`config.mk`:
```
export PLATFORM = sky130hd
export DESIGN_NAME = metronome_beat_generator
export DESIGN_NICKNAME = d
export VERILOG_FILES = /design/src/rtl/core/mbg_pkg.sv /design/src/rtl/core/mbg_div.sv /design/src/rtl/core/mbg_ctrl.sv /design/src/rtl/core/mbg_dp.sv /design/src/rtl/core/metronome_beat_generator.sv
export VERILOG_INCLUDE_DIRS = /design/src /design/src/rtl/core
export SDC_FILE = /design/constraint.sdc
export NUM_CORES = 1
export LEC_CHECK = 0
export BUFFER_PORTS_ARGS = -buffer_cell sky130_fd_sc_hd__buf_2
export CORE_AREA = 2 2 187 189
export DETAILED_ROUTE_END_ITERATION = 7
export DIE_AREA = 0 0 189 191
export GPL_TIMING_DRIVEN = 0
export SLEW_MARGIN = 20
export SYNTH_ARGS = -nofsm -noshare
export SYNTH_HDL_FRONTEND = slang
export SYNTH_SLANG_ARGS = --single-unit
```
`constraint.sdc`:
```
create_clock -name aclk -period 5.8 [get_ports aclk]
set_input_delay 0.29 -clock aclk [delete_from_list [all_inputs] [get_ports aclk]]
set_output_delay 0.29 -clock aclk [all_outputs]
set_load 0.02 [all_outputs]
```
`src/rtl/core/metronome_beat_generator_macros.svh`:
```
// Assertion macros shared by the metronome beat generator RTL.
`ifndef METRONOME_BEAT_GENERATOR_MACROS_SVH
`define METRONOME_BEAT_GENERATOR_MACROS_SVH

`ifndef SYNTHESIS

// Same-cycle implication, checked outside reset.
`define MBG_ASSERT_IMPLY(label, clk, rst_n, ante, cons) \
    label: assert property (@(posedge clk) disable iff (!rst_n) (ante) |-> (cons)) \
        else $error("mbg: same-cycle implication failed");

// Next-cycle implication, checked outside reset.
`define MBG_ASSERT_NEXT(label, clk, rst_n, ante, cons) \
    label: assert property (@(posedge clk) disable iff (!rst_n) (ante) |=> (cons)) \
        else $error("mbg: next-cycle implication failed");

`else

`define MBG_ASSERT_IMPLY(label, clk, rst_n, ante, cons)
`define MBG_ASSERT_NEXT(label, clk, rst_n, ante, cons)

`endif

`endif

```
`src/rtl/core/mbg_pkg.sv`:
```
// Shared types, constants and helper functions for the metronome beat generator.
`default_nettype none

package mbg_pkg;

    localparam int NUM_W    = 16;
    localparam int SCAN_W   = 8;
    localparam int SAMPLE_W = 10;
    localparam int BPM_W    = 8;
    localparam int BEAT_W   = 3;
    localparam int LED_W    = 4;
    localparam int DIGSEL_W = 2;
    localparam int DIGIT_W  = 4;
    localparam int CFG_IDX_W  = 2;
    localparam int CFG_DATA_W = 16;

    localparam int DIV_STEPS = NUM_W;
    localparam int DIV_CNT_W = $clog2(DIV_STEPS + 1);

    localparam logic [NUM_W-1:0]  ON_NUM_RESET      = 16'd6000;
    localparam logic [NUM_W-1:0]  OFF_NUM_RESET     = 16'd54000;
    localparam logic [SCAN_W-1:0] SCAN_PERIOD_RESET = 8'd7;
    localparam logic [BEAT_W-1:0] METER_MAX         = 3'd4;
    localparam logic [BEAT_W-1:0] METER_RESET       = 3'd4;
    localparam logic [NUM_W-1:0]  PHASE_MAX         = 16'hFFFF;
    localparam logic [BPM_W-1:0]  BPM_MIN           = 8'd40;
    localparam logic [10:0]       SAMPLE_FULL       = 11'd1023;

    typedef enum logic [CFG_IDX_W-1:0] {
        CFG_ON_NUM      = 2'd0,
        CFG_OFF_NUM     = 2'd1,
        CFG_SCAN_PERIOD = 2'd2
    } cfg_idx_t;

    typedef enum logic [DIGSEL_W-1:0] {
        DIG_HUNDREDS = 2'd0,
        DIG_TENS     = 2'd1,
        DIG_UNITS    = 2'd2
    } digsel_t;

    typedef enum logic {
        OP_TICK   = 1'b0,
        OP_BUTTON = 1'b1
    } op_t;

    // Controller to datapath commands.
    typedef struct packed {
        logic take_in;
        logic load_tempo;
        logic div_start;
        logic commit;
    } mbg_cmd_t;

    // Datapath to controller status.
    typedef struct packed {
        logic op_button;
        logic div_done;
    } mbg_sts_t;

    // bpm = 40 + (sample * 200) / 1023, the divide by 1023 done as
    // x/1024 plus a one-step correction (remainder stays below 2 * 1023).
    function automatic logic [BPM_W-1:0] tempo_from_sample(input logic [SAMPLE_W-1:0] s);
        logic [17:0] x;
        logic [7:0]  q0;
        logic [10:0] r;
        logic [7:0]  q;
        x  = {1'b0, s, 7'b0} + {2'b0, s, 6'b0} + {5'b0, s, 3'b0};
        q0 = x[17:10];
        r  = {1'b0, x[9:0]} + {3'b0, q0};
        q  = (r >= SAMPLE_FULL) ? q0 + 8'd1 : q0;
        return BPM_MIN + q;
    endfunction

    // Decimal digit of a bpm value (at most 255) at the given position.
    function automatic logic [DIGIT_W-1:0] bpm_digit(input logic [BPM_W-1:0] bpm,
                                                     input logic [DIGSEL_W-1:0] sel);
        logic [1:0]  h;
        logic [7:0]  rest;
        logic [14:0] prod;
        logic [3:0]  t;
        logic [6:0]  u;
        logic [DIGIT_W-1:0] d;
        if (bpm >= 8'd200) begin
            h    = 2'd2;
            rest = bpm - 8'd200;
        end else if (bpm >= 8'd100) begin
            h    = 2'd1;
            rest = bpm - 8'd100;
        end else begin
            h    = 2'd0;
            rest = bpm;
        end
        // rest < 100: tens = (rest * 205) >> 11
        prod = {8'b0, rest[6:0]} * 15'd205;
        t    = prod[14:11];
        u    = rest[6:0] - {3'b0, t} * 7'd10;
        unique case (sel)
            DIG_HUNDREDS: d = {2'b0, h};
            DIG_TENS:     d = t;
            default:      d = u[3:0];
        endcase
        return d;
    endfunction

endpackage

`default_nettype wire

```
`src/rtl/core/mbg_div.sv`:
```
// Radix-2 restoring divider: 16-bit dividend by 8-bit divisor, one bit per cycle.
`default_nettype none

module mbg_div
    import mbg_pkg::*;
(
    input  wire logic             aclk,
    input  wire logic             aresetn,
    input  wire logic             start,
    input  wire logic [NUM_W-1:0] dividend,
    input  wire logic [BPM_W-1:0] divisor,
    output logic      [NUM_W-1:0] quotient,
    output logic                  done
);

    logic [BPM_W:0]       rem_reg, rem_next;
    logic [NUM_W-1:0]     quo_reg, quo_next;
    logic [BPM_W-1:0]     dsr_reg, dsr_next;
    logic [DIV_CNT_W-1:0] cnt_reg, cnt_next;
    logic                 busy_reg, busy_next;
    logic                 done_reg, done_next;

    logic [BPM_W:0]   shifted;
    logic [BPM_W+1:0] trial;

    always_comb begin
        shifted   = {rem_reg[BPM_W-1:0], quo_reg[NUM_W-1]};
        trial     = {1'b0, shifted} - {2'b0, dsr_reg};
        rem_next  = rem_reg;
        quo_next  = quo_reg;
        dsr_next  = dsr_reg;
        cnt_next  = cnt_reg;
        busy_next = busy_reg;
        done_next = done_reg;
        if (start) begin
            rem_next  = '0;
            quo_next  = dividend;
            dsr_next  = divisor;
            cnt_next  = DIV_CNT_W'(DIV_STEPS);
            busy_next = 1'b1;
            done_next = 1'b0;
        end else if (busy_reg) begin
            // keep the trial difference when it does not go negative
            if (!trial[BPM_W+1]) begin
                rem_next = trial[BPM_W:0];
                quo_next = {quo_reg[NUM_W-2:0], 1'b1};
            end else begin
                rem_next = shifted;
                quo_next = {quo_reg[NUM_W-2:0], 1'b0};
            end
            cnt_next = cnt_reg - 1'b1;
            if (cnt_reg == DIV_CNT_W'(1)) begin
                busy_next = 1'b0;
                done_next = 1'b1;
            end
        end
    end

    always_ff @(posedge aclk) begin
        rem_reg <= rem_next;
        quo_reg <= quo_next;
        dsr_reg <= dsr_next;
        if (!aresetn) begin
            cnt_reg  <= '0;
            busy_reg <= 1'b0;
            done_reg <= 1'b0;
        end else begin
            cnt_reg  <= cnt_next;
            busy_reg <= busy_next;
            done_reg <= done_next;
        end
    end

    assign quotient = quo_reg;
    assign done     = done_reg;

endmodule

`default_nettype wire

```
`src/rtl/core/mbg_ctrl.sv`:
```
// Sequencing state machine: accept, tempo, divide (tick beats only), commit.
`default_nettype none

module mbg_ctrl
    import mbg_pkg::*;
(
    input  wire logic     aclk,
    input  wire logic     aresetn,
    input  wire logic     s_valid,
    output logic          s_ready,
    output logic          m_valid,
    input  wire logic     m_ready,
    output mbg_cmd_t      cmd,
    input  wire mbg_sts_t sts
);

    typedef enum logic [2:0] {
        ST_IDLE,
        ST_TEMPO,
        ST_DIV_GO,
        ST_DIV_WAIT,
        ST_COMMIT
    } state_t;

    state_t state_reg, state_next;
    logic   m_valid_reg, m_valid_next;
    logic   out_free;

    always_comb begin
        out_free       = !m_valid_reg || m_ready;
        cmd.take_in    = (state_reg == ST_IDLE) && s_valid;
        cmd.load_tempo = (state_reg == ST_TEMPO);
        cmd.div_start  = (state_reg == ST_DIV_GO);
        cmd.commit     = (state_reg == ST_COMMIT) && out_free;

        state_next = state_reg;
        unique case (state_reg)
            ST_IDLE:     if (s_valid) state_next = ST_TEMPO;
            ST_TEMPO:    state_next = sts.op_button ? ST_COMMIT : ST_DIV_GO;
            ST_DIV_GO:   state_next = ST_DIV_WAIT;
            ST_DIV_WAIT: if (sts.div_done) state_next = ST_COMMIT;
            ST_COMMIT:   if (out_free) state_next = ST_IDLE;
            default:     state_next = ST_IDLE;
        endcase

        m_valid_next = cmd.commit ? 1'b1 : (m_ready ? 1'b0 : m_valid_reg);
    end

    always_ff @(posedge aclk) begin
        if (!aresetn) begin
            state_reg   <= ST_IDLE;
            m_valid_reg <= 1'b0;
        end else begin
            state_reg   <= state_next;
            m_valid_reg <= m_valid_next;
        end
    end

    assign s_ready = (state_reg == ST_IDLE);
    assign m_valid = m_valid_reg;

endmodule

`default_nettype wire

```
`src/rtl/core/mbg_dp.sv`:
```
// Datapath: config registers, beat and scan state, divider and result register.
`default_nettype none

module mbg_dp
    import mbg_pkg::*;
(
    input  wire logic                  aclk,
    input  wire logic                  aresetn,
    input  wire mbg_cmd_t              cmd,
    output mbg_sts_t                   sts,
    input  wire logic                  s_op,
    input  wire logic [SAMPLE_W-1:0]   s_tempo_sample,
    input  wire logic                  cfg_wr_en,
    input  wire logic [CFG_IDX_W-1:0]  cfg_index,
    input  wire logic [CFG_DATA_W-1:0] cfg_wdata,
    output logic                       m_buzzer_gate,
    output logic                       m_tone_start,
    output logic                       m_tone_accent,
    output logic [LED_W-1:0]           m_led_pattern,
    output logic [BEAT_W-1:0]          m_beat_number,
    output logic [BPM_W-1:0]           m_tempo_bpm,
    output logic [DIGSEL_W-1:0]        m_digit_select,
    output logic [DIGIT_W-1:0]         m_digit_value
);

    // configuration
    logic [NUM_W-1:0]  on_num_reg, off_num_reg;
    logic [SCAN_W-1:0] scan_period_reg;

    // beat and scan state
    logic [NUM_W-1:0]    phase_reg, phase_next;
    logic                gate_reg, gate_next;
    logic [BEAT_W-1:0]   beat_reg, beat_next;
    logic [BEAT_W-1:0]   meter_reg, meter_next;
    logic [LED_W-1:0]    led_reg, led_next;
    logic [SCAN_W-1:0]   scan_reg, scan_next;
    logic [DIGSEL_W-1:0] dig_reg, dig_next;

    // item payload
    logic                op_reg;
    logic [SAMPLE_W-1:0] sample_reg;
    logic [BPM_W-1:0]    bpm_reg;

    // result register
    logic                o_gate_reg, o_start_reg, o_accent_reg;
    logic [LED_W-1:0]    o_led_reg;
    logic [BEAT_W-1:0]   o_beat_reg;
    logic [BPM_W-1:0]    o_bpm_reg;
    logic [DIGSEL_W-1:0] o_dig_reg;
    logic [DIGIT_W-1:0]  o_digit_reg;

    logic [NUM_W-1:0]  div_q;
    logic              div_done;
    logic [NUM_W-1:0]  phase_inc;
    logic [SCAN_W-1:0] scan_inc, period;
    logic [BEAT_W-1:0] beat_inc;
    logic              start_flag, accent_flag;

    mbg_div u_div (
        .aclk     (aclk),
        .aresetn  (aresetn),
        .start    (cmd.div_start),
        .dividend (gate_reg ? on_num_reg : off_num_reg),
        .divisor  (bpm_reg),
        .quotient (div_q),
        .done     (div_done)
    );

    always_comb begin
        sts.op_button = (op_reg == OP_BUTTON);
        sts.div_done  = div_done;

        phase_inc = (phase_reg == PHASE_MAX) ? phase_reg : phase_reg + 1'b1;
        scan_inc  = scan_reg + 1'b1;
        period    = (scan_period_reg == '0) ? SCAN_W'(1) : scan_period_reg;
        beat_inc  = beat_reg + 1'b1;

        phase_next  = phase_reg;
        gate_next   = gate_reg;
        beat_next   = beat_reg;
        meter_next  = meter_reg;
        led_next    = led_reg;
        scan_next   = scan_reg;
        dig_next    = dig_reg;
        start_flag  = 1'b0;
        accent_flag = 1'b0;

        if (op_reg == OP_BUTTON) begin
            meter_next = (meter_reg >= METER_MAX) ? BEAT_W'(1) : meter_reg + 1'b1;
            beat_next  = '0;
        end else begin
            phase_next = phase_inc;
            if (gate_reg && phase_inc >= div_q) begin
                gate_next  = 1'b0;
                phase_next = '0;
            end else if (!gate_reg && phase_inc >= div_q) begin
                gate_next  = 1'b1;
                phase_next = '0;
                beat_next  = (beat_inc > meter_reg || beat_inc > METER_MAX) ?
                             BEAT_W'(1) : beat_inc;
                led_next   = LED_W'(1) << (beat_next - 1'b1);
                start_flag  = 1'b1;
                accent_flag = (beat_next == BEAT_W'(1));
            end
            scan_next = scan_inc;
            if (scan_inc >= period) begin
                scan_next = '0;
                dig_next  = (dig_reg >= DIG_UNITS) ? DIG_HUNDREDS : dig_reg + 1'b1;
            end
        end
    end

    // payload: no reset
    always_ff @(posedge aclk) begin
        if (cmd.take_in) begin
            op_reg     <= s_op;
            sample_reg <= s_tempo_sample;
        end
        if (cmd.load_tempo) begin
            bpm_reg <= tempo_from_sample(sample_reg);
        end
        if (cmd.commit) begin
            o_gate_reg   <= gate_next;
            o_start_reg  <= start_flag;
            o_accent_reg <= accent_flag;
            o_led_reg    <= led_next;
            o_beat_reg   <= beat_next;
            o_bpm_reg    <= bpm_reg;
            o_dig_reg    <= dig_next;
            o_digit_reg  <= bpm_digit(bpm_reg, dig_next);
        end
    end

    // configuration and beat state
    always_ff @(posedge aclk) begin
        if (!aresetn) begin
            on_num_reg      <= ON_NUM_RESET;
            off_num_reg     <= OFF_NUM_RESET;
            scan_period_reg <= SCAN_PERIOD_RESET;
            phase_reg       <= '0;
            gate_reg        <= 1'b0;
            beat_reg        <= '0;
            meter_reg       <= METER_RESET;
            led_reg         <= '0;
            scan_reg        <= '0;
            dig_reg         <= DIG_HUNDREDS;
        end else begin
            if (cfg_wr_en) begin
                unique case (cfg_index)
                    CFG_ON_NUM:      on_num_reg      <= cfg_wdata;
                    CFG_OFF_NUM:     off_num_reg     <= cfg_wdata;
                    CFG_SCAN_PERIOD: scan_period_reg <= cfg_wdata[SCAN_W-1:0];
                    default: ;
                endcase
            end
            if (cmd.commit) begin
                phase_reg <= phase_next;
                gate_reg  <= gate_next;
                beat_reg  <= beat_next;
                meter_reg <= meter_next;
                led_reg   <= led_next;
                scan_reg  <= scan_next;
                dig_reg   <= dig_next;
            end
        end
    end

    assign m_buzzer_gate  = o_gate_reg;
    assign m_tone_start   = o_start_reg;
    assign m_tone_accent  = o_accent_reg;
    assign m_led_pattern  = o_led_reg;
    assign m_beat_number  = o_beat_reg;
    assign m_tempo_bpm    = o_bpm_reg;
    assign m_digit_select = o_dig_reg;
    assign m_digit_value  = o_digit_reg;

endmodule

`default_nettype wire

```
`src/rtl/core/metronome_beat_generator.sv`:
```
// Top level of the metronome beat generator: controller, datapath and checks.
//
//  channel  | handshake                | payload
//  ---------+--------------------------+-----------------------------------------------
//  input    | s_valid / s_ready        | s_op, s_tempo_sample
//  result   | m_valid / m_ready        | m_buzzer_gate .. m_digit_value (8 fields)
//  config   | cfg_wr_en (no wait)      | cfg_index, cfg_wdata
//
// A tick beat runs from acceptance through these steps in order: latch, map the
// sample to bpm, launch the divider, 16 divider iterations plus observing
// completion, and commit. The 16-step restoring divider that forms the phase
// length from the numerator sets the length of a tick beat. A button beat skips the divider.
// A stalled result holds the commit until the output register frees; the
// output register keeps the last result while the next item is latched and
// processed. Reset is synchronous, active low.
`default_nettype none
`include "metronome_beat_generator_macros.svh"

module metronome_beat_generator
    import mbg_pkg::*;
(
    input  wire logic                  aclk,
    input  wire logic                  aresetn,
    // input beat
    input  wire logic                  s_valid,
    output logic                       s_ready,
    input  wire logic                  s_op,
    input  wire logic [SAMPLE_W-1:0]   s_tempo_sample,
    // result beat
    output logic                       m_valid,
    input  wire logic                  m_ready,
    output logic                       m_buzzer_gate,
    output logic                       m_tone_start,
    output logic                       m_tone_accent,
    output logic [LED_W-1:0]           m_led_pattern,
    output logic [BEAT_W-1:0]          m_beat_number,
    output logic [BPM_W-1:0]           m_tempo_bpm,
    output logic [DIGSEL_W-1:0]        m_digit_select,
    output logic [DIGIT_W-1:0]         m_digit_value,
    // configuration writes
    input  wire logic                  cfg_wr_en,
    input  wire logic [CFG_IDX_W-1:0]  cfg_index,
    input  wire logic [CFG_DATA_W-1:0] cfg_wdata
);

    mbg_cmd_t cmd;
    mbg_sts_t sts;

    // Sequence each beat: latch, tempo, divide (tick beats only), commit.
    mbg_ctrl u_ctrl (
        .aclk    (aclk),
        .aresetn (aresetn),
        .s_valid (s_valid),
        .s_ready (s_ready),
        .m_valid (m_valid),
        .m_ready (m_ready),
        .cmd     (cmd),
        .sts     (sts)
    );

    // Hold config, beat and scan state; compute and register the result.
    mbg_dp u_dp (
        .aclk           (aclk),
        .aresetn        (aresetn),
        .cmd            (cmd),
        .sts            (sts),
        .s_op           (s_op),
        .s_tempo_sample (s_tempo_sample),
        .cfg_wr_en      (cfg_wr_en),
        .cfg_index      (cfg_index),
        .cfg_wdata      (cfg_wdata),
        .m_buzzer_gate  (m_buzzer_gate),
        .m_tone_start   (m_tone_start),
        .m_tone_accent  (m_tone_accent),
        .m_led_pattern  (m_led_pattern),
        .m_beat_number  (m_beat_number),
        .m_tempo_bpm    (m_tempo_bpm),
        .m_digit_select (m_digit_select),
        .m_digit_value  (m_digit_value)
    );

    // An accent only comes with a tone start.
    `MBG_ASSERT_IMPLY(a_accent_needs_start, aclk, aresetn, m_valid && m_tone_accent, m_tone_start)
    // A new beat always opens the on phase.
    `MBG_ASSERT_IMPLY(a_start_gate_on, aclk, aresetn, m_valid && m_tone_start, m_buzzer_gate)
    // At most one beat LED lights.
    `MBG_ASSERT_IMPLY(a_led_onehot0, aclk, aresetn, m_valid, $onehot0(m_led_pattern))
    // One item in flight: ready drops right after an accepted beat.
    `MBG_ASSERT_NEXT(a_one_in_flight, aclk, aresetn, s_valid && s_ready, !s_ready)

endmodule

`default_nettype wire
```
==> run_summary.xml <==
<?xml version="1.0" encoding="UTF-8"?>
<metrics>
  <group name="drt">
    <metric name="route.final.wire_length" unit="mm">25.06</metric>
    <metric name="wl_met3" unit="um">881</metric>
    <metric name="routedLengthMet1" unit="mm">11.81</metric>
    <metric name="drt_first_iter_violations" unit="">561</metric>
    <metric name="wire_per_inst" unit="um">14.96</metric>
    <metric name="met2_length" unit="mm">11.97</metric>
    <metric name="vias_per_cell" unit="">4.801</metric>
    <metric name="drt_drc_violations_left" unit="">0</metric>
    <metric name="dr.pass1.iters" unit="">5</metric>
    <metric name="route.antenna.remaining_nets" unit="">0</metric>
    <metric name="top_signal_layer_used" unit="">met4</metric>
    <metric name="num_vias" unit="">8041</metric>
  </group>
  <group name="sta">
    <metric name="postLayoutSetupSlackWorst" unit="ps">-634.4</metric>
    <metric name="setup_viol_count_final" unit="">2</metric>
    <metric name="fmax" unit="MHz">155.4</metric>
    <metric name="final_min_period_over_clock_period" unit="">1.109</metric>
    <metric name="rsz0062_at_grt" unit="">yes</metric>
    <metric name="timing.final.crit_period" unit="ps">6434</metric>
    <metric name="skew" unit="ps">10.80</metric>
    <metric name="finalMaxSlewViolations" unit="">0</metric>
    <metric name="worst_pin_slew" unit="ps">820.5</metric>
    <metric name="hold_violations" unit="">0</metric>
    <metric name="timing.max_slew.rel_slack" unit="">0.4374</metric>
  </group>
  <group name="cells_and_area">
    <metric name="final_layout_size_suffix_gt1_frac" unit="">0.1820</metric>
    <metric name="final_net_count" unit="">1366</metric>
    <metric name="layout.cells.non_filler" unit="">1675</metric>
    <metric name="diodes_inserted" unit="">0</metric>
    <metric name="fillcell_total" unit="">3386</metric>
    <metric name="fin_util" unit="">0.3608</metric>
    <metric name="syn_to_final_growth" unit="%">21.98</metric>
  </group>
  <group name="yosys">
    <metric name="yosys_register_bits" unit="">163</metric>
    <metric name="syn_inst" unit="">1088</metric>
    <metric name="postSynthAreaPerCell" unit="sq um">9.275</metric>
    <metric name="postSynth.topFlopCell" unit="">dfxtp_1</metric>
    <metric name="syn_nets" unit="">1247</metric>
    <metric name="yosys-top-cells-count" unit="">147 x nand2_1, 107 x ha_1, 96 x dfxtp_1</metric>
    <metric name="synth_largest_area_cell" unit="">edfxtp_1</metric>
    <metric name="synthesis.area" unit="sq um">10090</metric>
    <metric name="synth.yosys.seq_area_share" unit="">0.3898</metric>
    <metric name="share_of_flip_flops_with_an_asynchronous_set_or_reset" unit="">0</metric>
    <metric name="synth.area.top_cells" unit="">edfxtp_1 20%, dfxtp_1 19%, ha_1 13%, nand2_1 5.5%, fa_1 3.6%</metric>
    <metric name="post-synth-top-area-fraction" unit="">0.1994</metric>
    <metric name="synth-warning-count" unit="">0</metric>
    <metric name="number_of_enable_flip_flop_cells_after_synthesis" unit="">67</metric>
    <metric name="synth_cell_types" unit="">76</metric>
    <metric name="synth.most_common_cell" unit="">nand2_1</metric>
  </group>
  <group name="place">
    <metric name="portBuffers" unit="">59</metric>
    <metric name="post-place-cells" unit="">1603</metric>
    <metric name="pre_cts_ws" unit="ps">-886.1</metric>
    <metric name="post_dp_hpwl" unit="mm">18.02</metric>
    <metric name="place_congestion" unit="">0.8009</metric>
  </group>
  <group name="clock_tree">
    <metric name="root_buffer" unit="">clkbuf_16</metric>
    <metric name="cts_buffers" unit="">17</metric>
    <metric name="insertion_delay" unit="ps">430</metric>
    <metric name="htree_num_levels" unit="">4</metric>
    <metric name="tritoncts_clock_tree" unit="">built</metric>
    <metric name="cts.sink_count" unit="">163</metric>
    <metric name="cts.hold.buffers_added" unit="">0</metric>
    <metric name="clockBufferDepth" unit="">2</metric>
    <metric name="path_clk_slew" unit="ps">70</metric>
  </group>
  <group name="die">
    <metric name="initial_utilization" unit="">0.2958</metric>
    <metric name="die_height" unit="um">191</metric>
    <metric name="core_area" unit="sq um">34120</metric>
    <metric name="fp_rows" unit="">68</metric>
    <metric name="floorplan.io_pins" unit="">60</metric>
    <metric name="die_w" unit="um">189</metric>
    <metric name="die-area" unit="sq um">36100</metric>
  </group>
  <group name="grt">
    <metric name="grt_start_max_net_pins" unit="">27</metric>
    <metric name="vias_in_the_first_global_route" unit="">7874</metric>
    <metric name="grt_antenna_before_repair" unit="">0</metric>
    <metric name="grt_first_pass_wirelength" unit="mm">40.37</metric>
    <metric name="grt_util_all_layers" unit="">0.1404</metric>
    <metric name="grt.overflow.total" unit="">0</metric>
  </group>
  <group name="worst_setup_path">
    <metric name="worstSetupEndpointType" unit="">flip-flop</metric>
    <metric name="timing.reg2reg.setup_slack" unit="ps">-630</metric>
    <metric name="criticalPathCategory" unit="">flip-flop to flip-flop</metric>
    <metric name="critical_path.startpoint_type" unit="">flip-flop</metric>
    <metric name="worstPathRequired" unit="ps">5950</metric>
    <metric name="worstRegToRegCells" unit="">27</metric>
    <metric name="worst-path-max-fanout" unit="">4</metric>
    <metric name="cp_data_arrival_time" unit="ps">6580</metric>
  </group>
  <group name="status">
    <metric name="violations" unit="">negative setup slack</metric>
    <metric name="status" unit="">complete, but fails checks</metric>
  </group>
  <group name="worst_hold_path">
    <metric name="worstHoldPathType" unit="">primary input to flip-flop</metric>
    <metric name="worstHoldPathCells" unit="">1</metric>
  </group>
  <group name="flow_run">
    <metric name="max_cap_viol_count" unit="">0</metric>
  </group>
</metrics>
==> stage by stage <==
step | hold slack, ps | instance area (sq um) | setup TNS (ps)
after floorplan | 388.9 | 10120 | -66.62
after global placement | 442.3 | 10980 | -2772
after detailed placement | 444.6 | 11000 | -3087
after CTS | 8.020 | 12090 | -663.8
after global routing | 7.952 | 12310 | -1672
final | 30.32 | 12310 | -887.1
==> metal layers <==
layer  track usage  vias to the layer above
li1              -                     4039
met1        0.1837                     3830
met2        0.2367                      152
met3       0.02497                       20
met4       0.04056                        0
met5             0                        -
==> cells in the final DEF (no fill, tap or decap), types with 13 or more instances in the layout <==
master and count:
a21oi_1 61, a22oi_1 14, buf_2 60, buf_4 40, clkbuf_1 33, clkbuf_16 17, dfxtp_1 96, edfxtp_1 67
fa_1 14, ha_1 90, ha_4 13, inv_1 84, mux2i_1 33, nand2_1 147, nand2b_1 15, nand3_1 32
nor2_1 79, nor3_1 16, o21ai_0 47, xnor2_1 29, xor2_1 13
==> repair_timing <==
item | CTS | global route
pin swaps | 31 | 21
buffers inserted | 28 | 13
resized for setup | 49 | 26
gates cloned | 0 | 0
setup endpoints to repair | 8 | 36
endpoints found under the hold margin | 0 | 0
==> critical path, stage by stage (launching register included) <==
cell and delay (ps):
edfxtp_1 470, buf_6 170, ha_4 140, nor3b_2 140, o211ai_1 310, buf_4 190
a21oi_4 50, a22o_1 250, xor2_4 250, ha_4 250, fa_1 450, ha_1 300
inv_2 40, fa_1 510, inv_2 50, ha_4 260, nand4_1 120, or3_1 360
a2111o_1 360, o211ai_1 90, buf_4 160, xor2_2 80, ha_2 180, fa_2 350
xnor2_2 210, xnor2_2 150, xor2_1 160, o22ai_1 90
==> path summary, 6_finish.rpt <==
check / start / end
max: u_dp.bpm_reg[2] / u_dp.m_digit_value[3]
max reg2reg: u_dp.bpm_reg[2] / u_dp.m_digit_value[3]
min reg2reg: u_dp.off_num_reg[0] / u_dp.off_num_reg[0]
min: s_tempo_sample[1] / u_dp.sample_reg[1]
==> kinds of logic after synthesis <==
group / count (synthesis) / share of synthesized area
AOI/OAI and AO/OA: 208 / 0.1324
xor gates and xnor gates: 53 / 0.04600
adders and majority gates: 127 / 0.1704
buffers and inverters: 130 / 0.04922
DFF: 163 / 0.3898
muxes: 40 / 0.04092
and+or+nand+nor: 367 / 0.1712
==> layout make-up <==
| type | instances | area, sq um | share of cell area |
|---|---|---|---|
| Timing Repair Buffer | 101 | 630.6 | 0.05123 |
| Inverter | 92 | 345.3 | 0.02805 |
| Sequential cell | 163 | 3934 | 0.3196 |
| Buffer | 37 | 152.6 | 0.01240 |
| Clock inverter | 14 | 145.1 | 0.01179 |
| Clock buffer | 18 | 429.2 | 0.03486 |
| Multi-Input combinational cell | 795 | 6103 | 0.4958 |
| Tap cell | 455 | 569.3 | 0.04625 |
Power is not shown: default switching activity piles up to over one toggle a cycle in this logic, so the estimate is an artifact.
